### src/design/mm_pkg.sv
// Shared types, constants and helpers for the matrix multiply block.
// Used by every module of the block; depends on nothing.
`default_nettype none

package mm_pkg;

    // Defaults for the top-level parameters.
    localparam int MAX_DIM_DEF   = 8;
    localparam int ELEM_BITS_DEF = 16;

    // Fixed field widths.
    localparam int IN_W   = 16;
    localparam int SUM_W  = 40;
    localparam int IDX_W  = 3;
    localparam int DIM_W  = 4;
    localparam int PADR_W = 4;
    localparam int PDAT_W = 32;

    localparam logic [DIM_W-1:0] DIM_RESET = 4'd8;

    // Register indexes on the configuration port.
    localparam logic [1:0] REG_ROWS_A    = 2'd0;
    localparam logic [1:0] REG_INNER_DIM = 2'd1;
    localparam logic [1:0] REG_COLS_B    = 2'd2;

    typedef enum logic [1:0] {
        ACT_LOAD_A  = 2'd0,
        ACT_LOAD_B  = 2'd1,
        ACT_COMPUTE = 2'd2
    } t_action;

    typedef enum logic [1:0] {
        S_IDLE,
        S_ISSUE,
        S_WAIT
    } t_state;

    // Raw dimension registers as written.
    typedef struct packed {
        logic [DIM_W-1:0] rows_a;
        logic [DIM_W-1:0] inner_dim;
        logic [DIM_W-1:0] cols_b;
    } t_dims;

    // Control tag that travels with one multiply through the MAC pipeline.
    typedef struct packed {
        logic             v;
        logic             first;
        logic             lastk;
        logic [IDX_W-1:0] row;
        logic [IDX_W-1:0] col;
        logic             last;
    } t_tag;

    // Last index of a dimension: zero acts as one, anything above the
    // maximum acts as the maximum.
    function automatic logic [DIM_W-1:0] dim_last(logic [DIM_W-1:0] r,
                                                  int unsigned max_dim);
        logic [DIM_W-1:0] res;
        if (r == '0) begin
            res = '0;
        end else if (int'(r) > int'(max_dim)) begin
            res = DIM_W'(max_dim - 1);
        end else begin
            res = r - DIM_W'(1);
        end
        return res;
    endfunction

endpackage

`default_nettype wire

### src/design/mm_regs.sv
// Configuration registers behind an APB-style port.
// Depends on mm_pkg for register indexes and the dimension struct.
`default_nettype none

module mm_regs
    import mm_pkg::*;
(
    input  wire logic              i_clk,
    input  wire logic              i_rst_n,
    input  wire logic              psel,
    input  wire logic              penable,
    input  wire logic              pwrite,
    input  wire logic [PADR_W-1:0] paddr,
    input  wire logic [PDAT_W-1:0] pwdata,
    output logic      [PDAT_W-1:0] prdata,
    output logic                   pready,
    output t_dims                  o_dims
);

    t_dims            r_dims;
    logic             wr_en;
    logic [1:0]       reg_idx;
    logic [DIM_W-1:0] rd_val;

    assign pready  = 1'b1;
    assign wr_en   = psel && penable && pwrite && pready;
    assign reg_idx = paddr[3:2];

    // Register writes on the access phase.
    always_ff @(posedge i_clk) begin
        if (!i_rst_n) begin
            r_dims.rows_a    <= DIM_RESET;
            r_dims.inner_dim <= DIM_RESET;
            r_dims.cols_b    <= DIM_RESET;
        end else if (wr_en) begin
            case (reg_idx)
                REG_ROWS_A:    r_dims.rows_a    <= pwdata[DIM_W-1:0];
                REG_INNER_DIM: r_dims.inner_dim <= pwdata[DIM_W-1:0];
                REG_COLS_B:    r_dims.cols_b    <= pwdata[DIM_W-1:0];
                default:       ;
            endcase
        end
    end

    // Read-back mux.
    always_comb begin
        case (reg_idx)
            REG_ROWS_A:    rd_val = r_dims.rows_a;
            REG_INNER_DIM: rd_val = r_dims.inner_dim;
            REG_COLS_B:    rd_val = r_dims.cols_b;
            default:       rd_val = '0;
        endcase
    end

    assign prdata = {{(PDAT_W-DIM_W){1'b0}}, rd_val};
    assign o_dims = r_dims;

endmodule

`default_nettype wire

### src/design/mm_store.sv
// Element memories for matrices A and B, one write and one read port each.
// Read data is registered. Depends on mm_pkg.
`default_nettype none

module mm_store
    import mm_pkg::*;
#(
    parameter int MAX_DIM   = MAX_DIM_DEF,
    parameter int ELEM_BITS = ELEM_BITS_DEF,
    parameter int AW        = (MAX_DIM > 1) ? $clog2(MAX_DIM * MAX_DIM) : 1
) (
    input  wire logic                        i_clk,
    input  wire logic                        i_we_a,
    input  wire logic                        i_we_b,
    input  wire logic [AW-1:0]               i_waddr,
    input  wire logic [ELEM_BITS-1:0]        i_wdata,
    input  wire logic [AW-1:0]               i_raddr_a,
    input  wire logic [AW-1:0]               i_raddr_b,
    output logic signed [ELEM_BITS-1:0]      o_rdata_a,
    output logic signed [ELEM_BITS-1:0]      o_rdata_b
);

    localparam int DEPTH = MAX_DIM * MAX_DIM;

    logic [ELEM_BITS-1:0] r_mem_a [DEPTH];
    logic [ELEM_BITS-1:0] r_mem_b [DEPTH];

    // Matrix A store.
    always_ff @(posedge i_clk) begin
        if (i_we_a) begin
            r_mem_a[i_waddr] <= i_wdata;
        end
        o_rdata_a <= r_mem_a[i_raddr_a];
    end

    // Matrix B store.
    always_ff @(posedge i_clk) begin
        if (i_we_b) begin
            r_mem_b[i_waddr] <= i_wdata;
        end
        o_rdata_b <= r_mem_b[i_raddr_b];
    end

endmodule

`default_nettype wire

### src/design/mm_seq.sv
// Sequencer: takes input beats, writes loads into the stores and walks
// the i, j, k loops of a compute run. Depends on mm_pkg.
`default_nettype none

module mm_seq
    import mm_pkg::*;
#(
    parameter int MAX_DIM   = MAX_DIM_DEF,
    parameter int ELEM_BITS = ELEM_BITS_DEF,
    parameter int AW        = (MAX_DIM > 1) ? $clog2(MAX_DIM * MAX_DIM) : 1
) (
    input  wire logic                    i_clk,
    input  wire logic                    i_rst_n,
    input  wire logic                    i_in_valid,
    output logic                         o_in_ready,
    input  wire logic [1:0]              i_action,
    input  wire logic [IDX_W-1:0]        i_row_index,
    input  wire logic [IDX_W-1:0]        i_col_index,
    input  wire logic signed [IN_W-1:0]  i_elem_value,
    input  wire t_dims                   i_dims,
    input  wire logic                    i_busy,
    output logic                         o_we_a,
    output logic                         o_we_b,
    output logic [AW-1:0]                o_waddr,
    output logic [ELEM_BITS-1:0]         o_wdata,
    output logic [AW-1:0]                o_raddr_a,
    output logic [AW-1:0]                o_raddr_b,
    output t_tag                         o_tag
);

    localparam int IW = (MAX_DIM > 1) ? $clog2(MAX_DIM) : 1;

    t_state        r_state, n_state;
    logic [IW-1:0] r_i, n_i;
    logic [IW-1:0] r_j, n_j;
    logic [IW-1:0] r_k, n_k;
    logic [IW-1:0] r_mlast, n_mlast;
    logic [IW-1:0] r_nlast, n_nlast;
    logic [IW-1:0] r_plast, n_plast;

    logic    accept;
    logic    in_range;
    logic    last_elem;
    t_action act;

    assign act       = t_action'(i_action);
    assign accept    = i_in_valid && o_in_ready;
    assign in_range  = (int'(i_row_index) < MAX_DIM) && (int'(i_col_index) < MAX_DIM);
    assign last_elem = (r_i == r_mlast) && (r_j == r_plast);

    // Load writes go straight to the stores.
    assign o_we_a  = accept && (act == ACT_LOAD_A) && in_range;
    assign o_we_b  = accept && (act == ACT_LOAD_B) && in_range;
    assign o_waddr = AW'(int'(i_row_index) * MAX_DIM + int'(i_col_index));
    assign o_wdata = ELEM_BITS'(i_elem_value);

    // Operand addresses: A(i,k) and B(k,j).
    assign o_raddr_a = AW'(int'(r_i) * MAX_DIM + int'(r_k));
    assign o_raddr_b = AW'(int'(r_k) * MAX_DIM + int'(r_j));

    // State and loop counters.
    always_ff @(posedge i_clk) begin
        if (!i_rst_n) begin
            r_state <= S_IDLE;
            r_i     <= '0;
            r_j     <= '0;
            r_k     <= '0;
            r_mlast <= '0;
            r_nlast <= '0;
            r_plast <= '0;
        end else begin
            r_state <= n_state;
            r_i     <= n_i;
            r_j     <= n_j;
            r_k     <= n_k;
            r_mlast <= n_mlast;
            r_nlast <= n_nlast;
            r_plast <= n_plast;
        end
    end

    // Next state, counters and the tag for the multiply issued this cycle.
    always_comb begin
        n_state    = r_state;
        n_i        = r_i;
        n_j        = r_j;
        n_k        = r_k;
        n_mlast    = r_mlast;
        n_nlast    = r_nlast;
        n_plast    = r_plast;
        o_in_ready = 1'b0;
        o_tag      = '0;

        case (r_state)
            S_IDLE: begin
                o_in_ready = 1'b1;
                if (accept && (act == ACT_COMPUTE)) begin
                    n_mlast = IW'(dim_last(i_dims.rows_a, MAX_DIM));
                    n_nlast = IW'(dim_last(i_dims.inner_dim, MAX_DIM));
                    n_plast = IW'(dim_last(i_dims.cols_b, MAX_DIM));
                    n_i     = '0;
                    n_j     = '0;
                    n_k     = '0;
                    n_state = S_ISSUE;
                end
            end

            S_ISSUE: begin
                o_tag.v     = 1'b1;
                o_tag.first = (r_k == '0);
                o_tag.lastk = (r_k == r_nlast);
                o_tag.row   = IDX_W'(r_i);
                o_tag.col   = IDX_W'(r_j);
                o_tag.last  = last_elem;
                if (r_k == r_nlast) begin
                    n_k     = '0;
                    n_state = S_WAIT;
                end else begin
                    n_k = r_k + IW'(1);
                end
            end

            S_WAIT: begin
                // Hold until the sum has left the accumulator.
                if (!i_busy) begin
                    if (last_elem) begin
                        n_state = S_IDLE;
                    end else begin
                        n_state = S_ISSUE;
                        if (r_j == r_plast) begin
                            n_j = '0;
                            n_i = r_i + IW'(1);
                        end else begin
                            n_j = r_j + IW'(1);
                        end
                    end
                end
            end

            default: begin
                n_state = S_IDLE;
            end
        endcase
    end

endmodule

`default_nettype wire

### src/design/mm_mac.sv
// Shared multiply-accumulate unit with its result output register.
// Depends on mm_pkg for the tag struct and the sum width.
`default_nettype none

module mm_mac
    import mm_pkg::*;
#(
    parameter int ELEM_BITS = ELEM_BITS_DEF
) (
    input  wire logic                        i_clk,
    input  wire logic                        i_rst_n,
    input  wire t_tag                        i_tag,
    input  wire logic signed [ELEM_BITS-1:0] i_rdata_a,
    input  wire logic signed [ELEM_BITS-1:0] i_rdata_b,
    output logic                             o_busy,
    output logic                             o_out_valid,
    input  wire logic                        i_out_ready,
    output logic [IDX_W-1:0]                 o_out_row,
    output logic [IDX_W-1:0]                 o_out_col,
    output logic signed [SUM_W-1:0]          o_dot_sum,
    output logic                             o_last
);

    t_tag                            r_t1;
    t_tag                            r_t2;
    logic signed [2*ELEM_BITS-1:0]   r_prod;
    logic signed [SUM_W-1:0]         r_acc;
    logic                            r_done;
    logic [IDX_W-1:0]                r_row;
    logic [IDX_W-1:0]                r_col;
    logic                            r_last;
    logic                            r_ov;

    logic signed [SUM_W-1:0]         prod_ext;
    logic signed [SUM_W-1:0]         n_acc;
    logic                            move_out;

    assign prod_ext = SUM_W'(r_prod);
    assign n_acc    = r_t2.first ? prod_ext : r_acc + prod_ext;
    assign move_out = r_done && (!r_ov || i_out_ready);
    assign o_busy   = r_t1.v || r_t2.v || r_done;

    // Tag pipeline, aligned with the registered store read and the product.
    always_ff @(posedge i_clk) begin
        if (!i_rst_n) begin
            r_t1 <= '0;
            r_t2 <= '0;
        end else begin
            r_t1 <= i_tag;
            r_t2 <= r_t1;
        end
    end

    // Multiplier stage.
    always_ff @(posedge i_clk) begin
        if (r_t1.v) begin
            r_prod <= i_rdata_a * i_rdata_b;
        end
    end

    // Accumulator; holds a finished sum until the output register is free.
    always_ff @(posedge i_clk) begin
        if (!i_rst_n) begin
            r_done <= 1'b0;
        end else begin
            if (move_out) begin
                r_done <= 1'b0;
            end
            if (r_t2.v) begin
                r_done <= r_t2.lastk;
            end
        end
        if (r_t2.v) begin
            r_acc <= n_acc;
            r_row <= r_t2.row;
            r_col <= r_t2.col;
            r_last <= r_t2.last;
        end
    end

    // Output register; the next sum can be built while a beat waits here.
    always_ff @(posedge i_clk) begin
        if (!i_rst_n) begin
            r_ov <= 1'b0;
        end else if (move_out) begin
            r_ov <= 1'b1;
        end else if (i_out_ready) begin
            r_ov <= 1'b0;
        end
        if (move_out) begin
            o_out_row <= r_row;
            o_out_col <= r_col;
            o_dot_sum <= r_acc;
            o_last    <= r_last;
        end
    end

    assign o_out_valid = r_ov;

endmodule

`default_nettype wire

### src/design/matrix_multiply.sv
// Top level of the matrix multiply block; depends on mm_pkg, mm_regs,
// mm_store, mm_seq and mm_mac.
//
//   channel   handshake                  payload
//   input     i_in_valid / o_in_ready    i_action, i_row_index, i_col_index,
//                                        i_elem_value
//   output    o_out_valid / i_out_ready  o_out_row, o_out_col, o_dot_sum, o_last
//   config    psel, penable, pwrite      paddr, pwdata, prdata, pready
//
// Loads stream at one per clock whenever no compute run is in progress.
// A compute beat runs m*p result elements; each one takes n issues through
// the single multiplier, then store read, product, accumulate and hand-off,
// and o_in_ready stays low for the whole run.
// Reset clears control state only; the element stores are undefined until
// loaded, and there is no clearing pass.
// A stalled output holds one finished beat while the next sum is built.
`default_nettype none

module matrix_multiply
    import mm_pkg::*;
#(
    parameter int MAX_DIM   = MAX_DIM_DEF,
    parameter int ELEM_BITS = ELEM_BITS_DEF
) (
    input  wire logic                    i_clk,
    input  wire logic                    i_rst_n,
    input  wire logic                    i_in_valid,
    output logic                         o_in_ready,
    input  wire logic [1:0]              i_action,
    input  wire logic [IDX_W-1:0]        i_row_index,
    input  wire logic [IDX_W-1:0]        i_col_index,
    input  wire logic signed [IN_W-1:0]  i_elem_value,
    output logic                         o_out_valid,
    input  wire logic                    i_out_ready,
    output logic [IDX_W-1:0]             o_out_row,
    output logic [IDX_W-1:0]             o_out_col,
    output logic signed [SUM_W-1:0]      o_dot_sum,
    output logic                         o_last,
    input  wire logic                    psel,
    input  wire logic                    penable,
    input  wire logic                    pwrite,
    input  wire logic [PADR_W-1:0]       paddr,
    input  wire logic [PDAT_W-1:0]       pwdata,
    output logic      [PDAT_W-1:0]       prdata,
    output logic                         pready
);

    localparam int AW = (MAX_DIM > 1) ? $clog2(MAX_DIM * MAX_DIM) : 1;

    t_dims                       dims;
    t_tag                        tag;
    logic                        busy;
    logic                        we_a;
    logic                        we_b;
    logic [AW-1:0]               waddr;
    logic [ELEM_BITS-1:0]        wdata;
    logic [AW-1:0]               raddr_a;
    logic [AW-1:0]               raddr_b;
    logic signed [ELEM_BITS-1:0] rdata_a;
    logic signed [ELEM_BITS-1:0] rdata_b;

    // Configuration registers.
    mm_regs u_regs (
        .i_clk   (i_clk),
        .i_rst_n (i_rst_n),
        .psel    (psel),
        .penable (penable),
        .pwrite  (pwrite),
        .paddr   (paddr),
        .pwdata  (pwdata),
        .prdata  (prdata),
        .pready  (pready),
        .o_dims  (dims)
    );

    // Loop sequencer.
    mm_seq #(
        .MAX_DIM   (MAX_DIM),
        .ELEM_BITS (ELEM_BITS),
        .AW        (AW)
    ) u_seq (
        .i_clk        (i_clk),
        .i_rst_n      (i_rst_n),
        .i_in_valid   (i_in_valid),
        .o_in_ready   (o_in_ready),
        .i_action     (i_action),
        .i_row_index  (i_row_index),
        .i_col_index  (i_col_index),
        .i_elem_value (i_elem_value),
        .i_dims       (dims),
        .i_busy       (busy),
        .o_we_a       (we_a),
        .o_we_b       (we_b),
        .o_waddr      (waddr),
        .o_wdata      (wdata),
        .o_raddr_a    (raddr_a),
        .o_raddr_b    (raddr_b),
        .o_tag        (tag)
    );

    // Element stores.
    mm_store #(
        .MAX_DIM   (MAX_DIM),
        .ELEM_BITS (ELEM_BITS),
        .AW        (AW)
    ) u_store (
        .i_clk     (i_clk),
        .i_we_a    (we_a),
        .i_we_b    (we_b),
        .i_waddr   (waddr),
        .i_wdata   (wdata),
        .i_raddr_a (raddr_a),
        .i_raddr_b (raddr_b),
        .o_rdata_a (rdata_a),
        .o_rdata_b (rdata_b)
    );

    // Multiply-accumulate unit and output register.
    mm_mac #(
        .ELEM_BITS (ELEM_BITS)
    ) u_mac (
        .i_clk       (i_clk),
        .i_rst_n     (i_rst_n),
        .i_tag       (tag),
        .i_rdata_a   (rdata_a),
        .i_rdata_b   (rdata_b),
        .o_busy      (busy),
        .o_out_valid (o_out_valid),
        .i_out_ready (i_out_ready),
        .o_out_row   (o_out_row),
        .o_out_col   (o_out_col),
        .o_dot_sum   (o_dot_sum),
        .o_last      (o_last)
    );

endmodule

`default_nettype wire

### config.mk
export PLATFORM = sky130hd
export DESIGN_NAME = matrix_multiply
export DESIGN_NICKNAME = d
export VERILOG_FILES = /design/src/design/mm_pkg.sv /design/src/design/mm_regs.sv /design/src/design/mm_store.sv /design/src/design/mm_seq.sv /design/src/design/mm_mac.sv /design/src/design/matrix_multiply.sv
export SDC_FILE = /design/constraint.sdc
export NUM_CORES = 2
export LEC_CHECK = 0
export ABC_AREA = 1
export BUFFER_PORTS_ARGS = -buffer_cell sky130_fd_sc_hd__buf_2
export CORE_UTILIZATION = 57
export CTS_CLUSTER_SIZE = 24
export DETAILED_ROUTE_END_ITERATION = 6
export PLACE_DENSITY = 0.76
export RECOVER_POWER = 25
export SYNTH_ARGS = -nofsm -noshare
export SYNTH_HDL_FRONTEND = slang
export SYNTH_HIERARCHICAL = 1
export SYNTH_SLANG_ARGS = --single-unit
### constraint.sdc
create_clock -name i_clk -period 6.08 [get_ports i_clk]
set_input_delay 1.216 -clock i_clk [delete_from_list [all_inputs] [get_ports i_clk]]
set_output_delay 1.216 -clock i_clk [all_outputs]
set_load 0.03 [all_outputs]
### Word level (Yosys, flattened, before mapping)

Memories as Yosys holds them, arrays and structs flattened. A register that Yosys moved wholly into a read port is not among the register bits.
Cells that the tools add are included.

| word-level totals | value |
|---|---|
| bits in read-only memories | 0 |
| bits in latches | 0 |
| output and inout port bits | 82 |
| memories | 2 |
| flip-flop bits (word level) | 180 |
| memory bits (writable) | 2048 |
| input bits | 67 |
| word-level logic and storage cells | 129 |

Memories:

| name | depth | width | rd ports | clocked after memory_dff | write ports | line | source |
|---|---|---|---|---|---|---|---|
| u_store.r_mem_a | 64 | 16 | 1 | 1 | 1 | mm_store.sv:25 | `logic [ELEM_BITS-1:0] r_mem_a [DEPTH];` |
| u_store.r_mem_b | 64 | 16 | 1 | 1 | 1 | mm_store.sv:26 | `logic [ELEM_BITS-1:0] r_mem_b [DEPTH];` |

| cells by class | value |
|---|---|
| magnitude comparators | 3 |
| equality and inequality tests | 14 |
| shift operators | 0 |
| bitwise operators | 0 |
| multiplexer cells | 34 |
| div/mod/pow operators | 0 |
| $mul | 1 |
| reductions and logical operators | 32 |
| add/subtract/negate cells | 10 |

Operator list:

| kind | count |
|---|---|
| two-way mux 3 bit | 14 |
| adder 40 x 32 -> 40 bit | 1 |
| two-way mux 40 bit | 1 |
| multiplier 16 x 16 -> 32 bit | 1 |
| adder 6 x 3 -> 6 bit | 3 |
| case mux 3 bit (2 select lines) | 3 |
| greater-than comparator 4 bit (second input constant) | 3 |
| logical NOT 4 bit | 3 |
| case mux 4 bit (3 select lines) | 1 |
| AND reduction 2 bit | 6 |
| two-way mux 1 bit | 10 |
| two-way mux 10 bit | 1 |
| adder 3 x 1 -> 3 bit (second input constant) | 3 |
| == test 3 bit | 3 |
| subtractor 3 x 1 -> 3 bit (second input constant) | 3 |
| logical AND 1 bit | 8 |
| nonzero test 2 bit | 4 |
| == test 2 x 1 -> 1 bit (second input constant) | 3 |
| == test 2 bit (second input constant) | 3 |
| logical NOT 2 bit | 3 |
| two-way mux 2 bit | 3 |
| != test 2 x 1 -> 1 bit (second input constant) | 3 |
| case mux 2 bit (3 select lines) | 1 |
| AND reduction 5 bit | 1 |
| other kinds (6) | 9 |

### Longest topological paths before layout

| logic depth | value |
|---|---|
| word-level depth | 6 |
| depth in mapped cells | 26 |
| mapped depth without buffers | 24 |

### By module

Netlist, hierarchy kept.

By module, submodules not included:

| module | area each (um^2) | times used | seq. area each (um^2) | cells an instance |
|---|---|---|---|---|
| mm_store | 84273.3 | 1 | 62139.6 | 7043 |
| mm_mac | 18631.6 | 1 | 4224.1 | 2343 |
| mm_seq | 1488.9 | 1 | 400.4 | 226 |
| mm_regs | 807.0 | 1 | 240.2 | 123 |

### Least setup slack after synthesis

OpenSTA, ideal clock, no wires.

| timing path | value |
|---|---|
| kind | reg2reg |
| from | register u_store.o_rdata_b[3], read port of u_store.r_mem_b |
| to | register u_mac.r_prod[31] (data pin) |
| stages on the path, launching flop included | 23 |
| period minus slack after synthesis | 5.654 ns |
| arrival time | 5.402 ns |
| path slack | 0.426 ns |
| library setup time | 0.252 ns |
| cell sequence | dfxtp_1 clkbuf_1 clkbuf_1 nand2_1 inv_1 fa_1 fa_1 fa_1 fa_1 inv_1 fa_1 fa_1 inv_1 ha_1 inv_1 nor3_1 nand2_1 inv_1 o21ai_1 nand3_1 inv_1 nand2_1 nand2_1 |

| on the way | value |
|---|---|
| longest elaborated chain between the ends | 1 |

Ends and longest elaborated chain:

| element | line | source |
|---|---|---|
| start: declaration | mm_store.sv:20 | `output logic signed [ELEM_BITS-1:0] o_rdata_b` |
| multiplier 16 x 16 -> 32 bit | mm_mac.sv:57 | `r_prod <= i_rdata_a * i_rdata_b;` |
| end signal: assignment | mm_mac.sv:57 |  |
| end: declaration | mm_mac.sv:26 | `logic signed [2*ELEM_BITS-1:0] r_prod;` |

No other way between the ends.
A chain may end at the register's enable or synchronous reset.

### Worst setup path after layout

| timing path | value |
|---|---|
| from | register u_store.o_rdata_a[4], read port of u_store.r_mem_a |
| to | register u_mac.r_prod[31] (data pin) |

| on the way | value |
|---|---|
| longest elaborated chain between the ends | 1 |

Ends and longest elaborated chain:

| element | line | source |
|---|---|---|
| start: declaration | mm_store.sv:19 | `output logic signed [ELEM_BITS-1:0] o_rdata_a,` |
| multiplier 16 x 16 -> 32 bit | mm_mac.sv:57 |  |

No other way between the ends.

==> metrics.txt <==
status finished with violations; violated checks max-capacitance violations, max-slew violations; largest net degree at the start of global routing 210; IO buf count 89; number of fill cells 13610; Final Setup Violations 0; Post-Synthesis Cells 9735; DRC Markers 0; TritonRoute pass-1 iters 7; CTS H-tree lvls 4; Rows 157; Compound-Gate Fraction of Synth Area 0.7862%; Setup Skew 0.03335 ns; Mean Syn Cell Area 10.81 sq um; multiplexer share of the synthesized area 0%; Main synth FF type edfxtp_1; Synth Area in XOR/XNOR 0.3663%; worst skew pair latency 0.87 ns; Layout Cells excl Fill 12410; Final period util 96.08%; Area Overhead vs Synth 9.352%; Netlist Area Pre-Place 105200 sq um; max incr delay on CP 0.77 ns; Adder-Cell Fraction of Synth Area 6.527%; IO Pins 149; Die X 431.6 um; Post-DRT Antenna Nets 0; clock tree buffer depth 3; CP Max Fanout 11; sequential share of the synthesized area 63.69%; vias post-DR 72530; cells on worst reg2reg path 25; Seq cells post-synth 2260; Num CTS Buffers 215; delay-heaviest family, CP adder cells; Critical Path Sink Type flop; TritonCTS Sinks 2260; post-route cell area 115000 sq um; initial core utilization 57.40%; Post-synth EDFFs 2174; Final GP Congestion 1.065; post-DP HPWL 161.8 mm; # Max-Cap Violations 20; post-route setup TNS 0 ns; fin nets 10210; Core Region 183300 sq um; CTS clk-pin slew, worst paths 0.06 ns; Fmax achieved 0.1712 GHz; largest family of logic cells by synthesized area simple AND/OR/NAND/NOR gates; share of layout cells above drive strength 1 8.894%; Final min period 5.842 ns; Worst path slowest cell dfxtp_1; Placed Instances 12000; grt total ovfl 0; CP Class reg2reg; GRT Total Usage 28.97%; Hold WC Path Type reg2reg; die area 186300 sq um; Worst EP required 6.71 ns; CP dominant cell by count inv_1; vias in the first global route 70160; CP Launch Type flop; Unique masters post-synth 49; hold path depth 0; hold slack 0.4029 ns; global-route wire length before repair 409.8 mm; number of antenna violations at the first check in global routing 16; Root Buffer clkbuf_16; Crit path depth 25; CTS tree built; Warnings, synthesis 6; CP arrival 6.47 ns; max_slew headroom -195.4%; Post-Synth Simple-Gate Area 22.82%; initial drt markers 9397; Max Slew Vio Count 1233; Tightest Pin Transition 4.431 ns; unrepaired setup endpoints after global routing no; Placement Cell Area 108200 sq um; final hold viol count 0; DR vias/cell 5.843; Buffers & Inverters on Critical Path 9; DIE HEIGHT 431.6 um; routed wire length 271.0 mm; ys async rst share 0%; wire per inst 21.83 um
cells in the mapped netlist, types with 34 or more instances:
library cell,number,area [sq um]
buf_1,34,127.6
buf_2,230,1151
nor2_1,164,615.6
buf_4,111,833.3
dfxtp_1,86,1722
nand2_1,3392,12730
inv_1,637,2391
fa_1,263,5265
buf_6,89,1002
nor3_1,127,635.6
clkbuf_1,127,476.7
ha_1,128,1602
edfxtp_1,2174,65280
a21oi_1,75,375.4
nand3_1,1852,9269
worst paths after layout:
kind	start	endpoint	slack [ns]
worst min-delay path	u_mac/r_t2[1]$_SDFF_PN0_	u_mac/r_col[0]$_DFFE_PP_	0.40
worst min register to register	u_mac/r_t2[1]$_SDFF_PN0_	u_mac/r_col[0]$_DFFE_PP_	0.40
worst max register to register	u_store/o_rdata_a[4]$_DFF_P_	u_mac/r_prod[31]$_DFFE_PP_	0.24
worst max-delay path	u_store/o_rdata_a[4]$_DFF_P_	u_mac/r_prod[31]$_DFFE_PP_	0.24
cell families after synthesis:
family | after synthesis
buf+inv | 1254
fa+ha+maj | 391
flops | 2260
xor+xnor | 44
other cells | 2
compound gates | 145
simple gates | 5639
cell usage in the layout, fill, tap and decap left out, types with 5 or more instances in the layout:
cell,netlist,routed
fa_1,263,263
clkbuf_8,0,7
o21bai_1,7,7
o21ai_0,31,31
or2_2,8,8
dfxtp_4,0,6
nand3_1,1852,1848
nand3_2,9,13
clkbuf_16,0,219
buf_12,0,12
nor3_1,127,16
buf_4,111,263
xor2_1,29,29
nand2_1,3392,3392
clkbuf_1,127,61
buf_2,230,73
ha_1,128,128
nand3b_1,17,17
dfxtp_1,86,75
dfxtp_2,0,5
nor2_1,164,164
clkinv_1,4,48
xnor2_1,15,15
or2_1,5,5
clkinv_2,0,51
conb_1,2,29
inv_6,2,11
a21oi_1,75,74
diode_2,0,10
o21ai_1,10,10
a21o_1,6,6
edfxtp_1,2174,2174
inv_2,19,15
nor3_2,4,115
nand4_1,18,18
nor2_2,27,27
nand2_2,8,8
bufinv_16,0,15
inv_1,637,634
repair_timing:
action,in CTS,in global routing
hold buffers,0,0
buffers inserted,0,0
setup endpoints to repair,0,4
gates resized for setup,0,5
per-stage QoR:
step	worst slack, ns	utilization (%)
2_1_floorplan	0.4261	-
4_1_cts	0.1494	62.79
6_report	0.2385	62.77
3_3_place_gp	0.2112	59.02
3_5_place_dp	0.1361	59.02
5_1_grt	0.0009637	62.76
per-layer routing:
layer,global-route usage (%),share of wire (%)
met5,0,0.042
met4,13.13,4.4
met3,5.074,10
met2,46.69,48
met1,38.64,38
sequential cells by signal, summed over array words and instances, names as in the netlist, 10 cells and up:
| signal | flops |
|---|---|
| u_mac/r_t2 | 10 |
| u_store/o_rdata_a | 16 |
| u_mac/r_acc | 40 |
| u_regs/o_dims | 12 |
| u_store/o_rdata_b | 16 |
| u_mac/r_t1 | 10 |
| u_store/r_mem_a | 1024 |
| u_mac/o_dot_sum | 40 |
| u_store/r_mem_b | 1024 |
| u_mac/r_prod | 32 |
final cells by class:
cell class / instances / area, sq um / share of cell area (%)
flip-flops and latches: 2260 / 67030 / 58.27
multi-input cells: 6248 / 32780 / 28.50
clock buffers: 267 / 5731 / 4.981
well taps: 2464 / 3083 / 2.680
repair buffers: 368 / 2655 / 2.308
inverters: 662 / 2544 / 2.211
clock inverters: 134 / 1185 / 1.030
diodes: 10 / 25.02 / 0.02175
Power is not shown: default switching activity piles up to over one toggle a cycle in this logic, so the estimate is an artifact.
